$ cat config.mk
export PLATFORM = sky130hd
export DESIGN_NAME = wvf_core
export DESIGN_NICKNAME = d
export VERILOG_FILES = /design/src/rtl/assert_macros.svh /design/src/rtl/wvf_pkg.sv /design/src/rtl/wvf_core.sv
export SDC_FILE = /design/constraint.sdc
export NUM_CORES = 2
export LEC_CHECK = 0
export BUFFER_PORTS_ARGS = -buffer_cell sky130_fd_sc_hd__buf_2
export CAP_MARGIN = 20
export CELL_PAD_IN_SITES_DETAIL_PLACEMENT = 0
export CELL_PAD_IN_SITES_GLOBAL_PLACEMENT = 1
export CORE_MARGIN = 1
export CORE_UTILIZATION = 32
export DETAILED_ROUTE_END_ITERATION = 8
export GPL_ROUTABILITY_DRIVEN = 1
export GPL_TIMING_DRIVEN = 0
export PLACE_DENSITY = 0.66
export SKIP_LAST_GASP = 1
export SLEW_MARGIN = 10
export SYNTH_ARGS = -nofsm -noshare
export SYNTH_HDL_FRONTEND = slang
export SYNTH_SLANG_ARGS = --single-unit
export TNS_END_PERCENT = 50
$ cat constraint.sdc
create_clock -name i_clk -period 13.89 [get_ports i_clk]
set_input_delay 2.778 -clock i_clk [delete_from_list [all_inputs] [get_ports i_clk]]
set_output_delay 2.778 -clock i_clk [all_outputs]
set_load 0.02 [all_outputs]
$ cat src/rtl/assert_macros.svh
// Assertion macros used by the top-level RTL file.
// No dependencies; simulation builds leave SYNTH undefined.
`ifndef ASSERT_MACROS_SVH
`define ASSERT_MACROS_SVH
`ifndef SYNTH
`define WVF_ASSERT_IMP(lbl, clk, rstn, a, c) \
    lbl: assert property (@(posedge clk) disable iff (!rstn) (a) |-> (c)) \
        else $error("wvf assertion failed");
`define WVF_ASSERT_NXT(lbl, clk, rstn, a, c) \
    lbl: assert property (@(posedge clk) disable iff (!rstn) (a) |=> (c)) \
        else $error("wvf assertion failed");
`else
`define WVF_ASSERT_IMP(lbl, clk, rstn, a, c)
`define WVF_ASSERT_NXT(lbl, clk, rstn, a, c)
`endif
`endif

$ cat src/rtl/wvf_pkg.sv
// Types and constants of the waypoint velocity follower.
// No dependencies.
`default_nettype none
package wvf_pkg;
    localparam int COORD_W = 32;
    localparam int SLOT_W  = 8;
    localparam int LEN_W   = 9;
    localparam int THR_W   = 16;
    localparam int SPD_W   = 20;
    localparam int CFG_IW  = 2;
    localparam int CFG_DW  = 20;

    localparam logic [CFG_IW-1:0] CFG_PATH_LENGTH    = 2'd0;
    localparam logic [CFG_IW-1:0] CFG_REACH_THRESHOLD = 2'd1;
    localparam logic [CFG_IW-1:0] CFG_CRUISE_SPEED   = 2'd2;

    localparam logic OP_WRITE  = 1'b0;
    localparam logic OP_SAMPLE = 1'b1;

    localparam logic [THR_W-1:0] THR_RESET = 16'd3277;
    localparam logic [SPD_W-1:0] SPD_RESET = 20'd3277;

    typedef logic signed [COORD_W-1:0] t_coord;
    typedef logic signed [COORD_W:0]   t_diff;

    typedef struct packed {
        logic              operation;
        logic [SLOT_W-1:0] waypoint_slot;
        t_coord            coord_x;
        t_coord            coord_y;
        t_coord            coord_z;
    } t_in_item;

    typedef struct packed {
        t_coord            vel_x;
        t_coord            vel_y;
        t_coord            vel_z;
        logic [SLOT_W-1:0] aimed_index;
        logic              reached;
    } t_out_item;

    typedef struct packed {
        t_coord vel_x;
        t_coord vel_y;
        t_coord vel_z;
        logic   hit;
    } t_core_res;

    typedef enum logic [3:0] {
        ST_IDLE, ST_LOAD, ST_LIM, ST_SQM, ST_SQA, ST_CMP, ST_SQRT,
        ST_VMUL, ST_VINIT, ST_VDIV, ST_DONE
    } t_state;
endpackage
`default_nettype wire

$ cat src/rtl/wvf_core.sv
// Sequenced arithmetic: one shared multiplier and one shift-subtract unit
// for the square root and the three divisions. Depends on wvf_pkg.
`default_nettype none
module wvf_core (
    input  wire logic                      i_clk,
    input  wire logic                      i_rst_n,
    input  wire logic                      i_start,
    input  wire wvf_pkg::t_coord           i_px,
    input  wire wvf_pkg::t_coord           i_py,
    input  wire wvf_pkg::t_coord           i_pz,
    input  wire wvf_pkg::t_coord           i_wx,
    input  wire wvf_pkg::t_coord           i_wy,
    input  wire wvf_pkg::t_coord           i_wz,
    input  wire logic [wvf_pkg::THR_W-1:0] i_thr,
    input  wire logic [wvf_pkg::SPD_W-1:0] i_speed,
    input  wire logic                      i_out_free,
    output logic                           o_busy,
    output logic                           o_done,
    output wvf_pkg::t_core_res             o_res
);
    import wvf_pkg::*;

    localparam int MW  = COORD_W + 1;      // magnitude width
    localparam int PW  = 2 * MW;           // product / sum of squares
    localparam int RTW = MW;               // root width
    localparam int RW  = RTW + 2;          // partial remainder
    localparam int UW  = RW + 2;           // unit operand width
    localparam int QW  = SPD_W + 1;        // quotient steps
    localparam int CW  = $clog2(RTW + 1);

    t_state r_st, n_st;
    t_coord r_px, r_py, r_pz;
    t_diff  r_d [3];
    logic [1:0]    r_ax;
    logic [PW-1:0] r_prod, r_s, r_num;
    logic [PW-1:0] r_lim;
    logic [RW-1:0] r_rem;
    logic [RTW-1:0] r_root;
    logic [QW-1:0] r_q;
    logic [CW-1:0] r_cnt;
    logic          r_hit;
    t_coord        r_vel [3];

    logic [MW-1:0] mul_a, mul_b, d_mag;
    logic [PW-1:0] mul_p;
    logic [UW-1:0] u_sh, u_trial;
    logic [UW:0]   u_diff;
    logic          u_ge;
    t_diff         d_cur;
    logic [COORD_W-1:0] q_ext;

    assign d_cur = r_d[r_ax];
    assign d_mag = d_cur[COORD_W] ? MW'(-d_cur) : MW'(d_cur);

    // next state
    always_comb begin
        n_st = r_st;
        case (r_st)
            ST_IDLE:  if (i_start) n_st = ST_LOAD;
            ST_LOAD:  n_st = ST_LIM;
            ST_LIM:   n_st = ST_SQM;
            ST_SQM:   n_st = ST_SQA;
            ST_SQA:   n_st = (r_ax == 2'd2) ? ST_CMP : ST_SQM;
            ST_CMP:   n_st = ST_SQRT;
            ST_SQRT:  if (r_cnt == CW'(RTW - 1)) n_st = ST_VMUL;
            ST_VMUL:  n_st = ST_VINIT;
            ST_VINIT: begin
                if (r_root == '0) n_st = (r_ax == 2'd2) ? ST_DONE : ST_VMUL;
                else n_st = ST_VDIV;
            end
            ST_VDIV:  begin
                if (r_cnt == CW'(QW - 1)) n_st = (r_ax == 2'd2) ? ST_DONE : ST_VMUL;
            end
            ST_DONE:  if (i_out_free) n_st = ST_IDLE;
            default:  n_st = ST_IDLE;
        endcase
    end

    // operand selection for the shared units
    always_comb begin
        mul_a   = d_mag;
        mul_b   = d_mag;
        u_sh    = {1'b0, r_rem, r_num[PW-1]};
        u_trial = UW'(r_root);
        case (r_st)
            ST_LOAD: begin
                mul_a = MW'(i_thr);
                mul_b = MW'(i_thr);
            end
            ST_VMUL: mul_b = MW'(i_speed);
            ST_SQRT: begin
                u_sh    = {r_rem, r_num[PW-1 -: 2]};
                u_trial = UW'({r_root, 2'b01});
            end
            default: ;
        endcase
    end

    assign mul_p  = mul_a * mul_b;
    assign u_diff = {1'b0, u_sh} - {1'b0, u_trial};
    assign u_ge   = !u_diff[UW];
    assign q_ext  = COORD_W'({r_q[QW-2:0], u_ge});

    always_ff @(posedge i_clk) begin
        if (!i_rst_n) begin
            r_st <= ST_IDLE;
        end else begin
            r_st <= n_st;
        end
    end

    always_ff @(posedge i_clk) begin
        case (r_st)
            ST_IDLE: begin
                r_px <= i_px;
                r_py <= i_py;
                r_pz <= i_pz;
            end
            ST_LOAD: begin
                r_d[0] <= {i_wx[COORD_W-1], i_wx} - {r_px[COORD_W-1], r_px};
                r_d[1] <= {i_wy[COORD_W-1], i_wy} - {r_py[COORD_W-1], r_py};
                r_d[2] <= {i_wz[COORD_W-1], i_wz} - {r_pz[COORD_W-1], r_pz};
                r_prod <= mul_p;
                r_s    <= '0;
            end
            ST_LIM: begin
                r_lim <= r_prod + {r_prod[PW-2:0], 1'b0};
                r_ax  <= 2'd0;
            end
            ST_SQM: r_prod <= mul_p;
            ST_SQA: begin
                r_s  <= r_s + r_prod;
                r_ax <= r_ax + 2'd1;
            end
            ST_CMP: begin
                r_hit  <= (r_s <= r_lim);
                r_num  <= r_s;
                r_rem  <= '0;
                r_root <= '0;
                r_cnt  <= '0;
                r_ax   <= 2'd0;
            end
            ST_SQRT: begin
                r_rem  <= u_ge ? u_diff[RW-1:0] : u_sh[RW-1:0];
                r_root <= {r_root[RTW-2:0], u_ge};
                r_num  <= {r_num[PW-3:0], 2'b00};
                r_cnt  <= r_cnt + CW'(1);
            end
            ST_VMUL: r_prod <= mul_p;
            ST_VINIT: begin
                // quotient is bounded by the speed, so the top bits start as remainder
                r_rem <= r_prod[QW +: RW];
                r_num <= {r_prod[QW-1:0], (PW-QW)'(0)};
                r_q   <= '0;
                r_cnt <= '0;
                if (r_root == '0) begin
                    r_vel[r_ax] <= '0;
                    r_ax        <= r_ax + 2'd1;
                end
            end
            ST_VDIV: begin
                r_rem <= u_ge ? u_diff[RW-1:0] : u_sh[RW-1:0];
                r_q   <= {r_q[QW-2:0], u_ge};
                r_num <= {r_num[PW-2:0], 1'b0};
                r_cnt <= r_cnt + CW'(1);
                if (r_cnt == CW'(QW - 1)) begin
                    r_vel[r_ax] <= d_cur[COORD_W] ? -q_ext : q_ext;
                    r_ax        <= r_ax + 2'd1;
                end
            end
            default: ;
        endcase
    end

    assign o_busy      = (r_st != ST_IDLE);
    assign o_done      = (r_st == ST_DONE) && i_out_free;
    assign o_res.vel_x = r_vel[0];
    assign o_res.vel_y = r_vel[1];
    assign o_res.vel_z = r_vel[2];
    assign o_res.hit   = r_hit;
endmodule
`default_nettype wire

==> results_dict.tcl <==
set metrics [dict create \
    outcome "finished, final reports clean" \
    dr.pass1.iters 7 \
    cp_slowest_cell "clkbuf_1" \
    synth-seq-area-share_pct 25.91 \
    root_buffer "clkbuf_16" \
    synth_area_leader_cell "edfxtp_1" \
    io_buffers 330 \
    report.final.slew_viol_count 0 \
    hp-class "reg -> reg" \
    max_stage_delay_ns 0.94 \
    syn_inst 8048 \
    dpl.hpwl_mm 233.4 \
    crit_buf_inv 8 \
    htree_levels 3 \
    layout.nets 10312 \
    gp_congestion 1.006 \
    cts_hold_buf 0 \
    clk_path_buf_depth 3 \
    wirelength_mm 279.9 \
    synth_flop_cell "edfxtp_1" \
    ys_ff_latch 658 \
    drc_errors 0 \
    grt-busiest-layer "met2" \
    cts_buffers 79 \
    fin_crit_ns 13.07 \
    synth_common_cells "inv_1, nand2_1, fa_1" \
    vias 60023 \
    start_util_pct 32.27 \
    fp.dieArea_mm2 0.2396 \
    grt_pass1_wl_mm 410.8 \
    drt-wirelength-per-cell_um 23.86 \
    finClkSkew_ns 0.04670 \
    grtUsageMet1_pct 31.10 \
    cts_resized 0 \
    synth.avg_cell_area_um2 9.448 \
    path_max_fanout 10 \
    async_flop_share_pct 0 \
    ant_nets 0 \
    instances_no_fill 11733 \
    area_delta_synth_final_pct 11.81 \
    yosysUniqueCellTypes 104 \
    met2_usage_pct 37.73 \
    synth_top_area_share_pct 25.75 \
    cts_tree "done" \
    path_class "reg -> reg" \
    grt_max_degree 62 \
    drt_iter0_drc 4936 \
    arrival_ns 13.49 \
    setup_viol 0 \
    cap_violations 0 \
    crit_family "adder cells" \
    core_region_area_mm2 0.2356 \
    min_period_over_period_pct 94.10 \
    grt.met3_usage_pct 4.165 \
    required_ns 14.31 \
    synth_most_common_cell "inv_1" \
    hold_viol 0 \
    dp.cells 11584 \
    antenna_found_initial 11 \
    cts.sinks 658 \
    synth_area_leaders "edfxtp_1, fa_1, ha_1, inv_1, nand2_1" \
    worst_setup_path_end_kind "flop" \
    path_common_cell "fa_1" \
    netlist_area_mm2 0.07604 \
    vias_per_cell 5.116 \
    worstSetupStartpointType "flop" \
    worstSkewPairLatency_ns 0.69 \
    track_usage_pct 23.42 \
    ios 331 \
    grt_pass1_vias 61985 \
    std_cell_rows 178 \
    die_w_um 489.5 \
    yosysWarnings 0 \
    synth-edff-count 652 \
    rsz0062_at_grt "false" \
    final_layout_size_suffix_gt1_share_pct 8.507 \
    fmax_mhz 76.51 \
    clk_pin_slew_ns 0.06 \
    slew_headroom_pct 9.622 \
    postCtsSetupBuffers 0 \
    grt_overflow 0 \
    tightest_slew_ns 1.356 \
    die_h_um 489.5 \
]
==> kinds of logic after synthesis <==
group | Yosys count | synth area share, %
compound gates | 1413 | 12.10
other cells | 2 | 0.009877
mux | 59 | 0.7997
flops | 658 | 25.91
xor+xnor | 343 | 4.020
simple gates | 2376 | 13.57
buf+inv | 1635 | 8.372
fa+ha+maj | 1562 | 35.22
==> tightest hold or removal path, cell delays in order (launching register included) <==
cell      delay [ns]
edfxtp_1        0.34
nand2_1         0.06
o21ai_0         0.06
==> layer usage <==
metal | routed length (µm) | up-vias
met4 | 12340 | 8
met5 | 54 | -
met2 | 127800 | 1989
met1 | 120700 | 30175
li1 | - | 27450
met3 | 19010 | 401
==> sequential cells by signal, summed over array words and instances (netlist names), 33 cells and up, named ones only <==
| name | cells |
|---|---|
| r_s | 66 |
| r_vel | 96 |
| r_d | 99 |
| r_rem | 35 |
| r_prod | 66 |
| r_num | 66 |
| r_lim | 66 |
| r_root | 33 |
==> per-stage QoR <==
step / TNS (ns) / hold WS [ns] / area (µm²) / util (%) / setup slack [ns]
finish: 0 / 0.5685 / 85020 / 36.08 / 0.8193
floorplan: 0 / 0.4871 / 76120 / - / 1.900
CTS: 0 / 0.5737 / 84990 / 36.07 / 0.6913
global route: 0 / 0.5946 / 85020 / 36.08 / 0.3511
detailed placement: 0 / 0.5548 / 82340 / 34.94 / 0.5217
global placement: -94.84 / 0.5534 / 81710 / 34.68 / -3.021
==> cell usage in the layout (no fill, tap or decap), types with 132 or more instances in the layout <==
cell type | synthesis | routed
a21o_1 | 205 | 205
xor2_1 | 133 | 132
clkbuf_1 | 225 | 237
edfxtp_1 | 652 | 652
inv_1 | 1274 | 1273
fa_1 | 964 | 964
xnor2_1 | 203 | 201
buf_2 | 83 | 415
nand2_1 | 985 | 981
a21oi_1 | 415 | 414
ha_1 | 598 | 598
o21ai_0 | 229 | 229
nor2_1 | 799 | 798
==> final cells by class <==
cell class	instances	area (µm²)
multi-input combinational	5774	50170
clock buffer	92	2026
timing repair buffer	370	2185
inverter	1285	4831
clock inverter	52	624.3
fill	24300	150600
sequential	658	19700
buffer	350	1540
antenna	2	5.005
tap	3150	3941
==> path summary, 6_finish.rpt <==
check                           cells past startpoint                 start  slack [ns]                   end
worst max-delay path                               33  r_st[0]$_SDFFE_PN0P_        0.82  r_prod[65]$_DFFE_PP_
worst min-delay path                                2    r_num[0]$_DFFE_PP_        0.57    r_num[1]$_DFFE_PP_
worst max register to register                     33  r_st[0]$_SDFFE_PN0P_        0.82  r_prod[65]$_DFFE_PP_
worst min register to register                      2    r_num[0]$_DFFE_PP_        0.57    r_num[1]$_DFFE_PP_
Power is left out: the tool's default activity adds up to more than one toggle a clock period on the data nets, which glitch-free logic cannot reach.
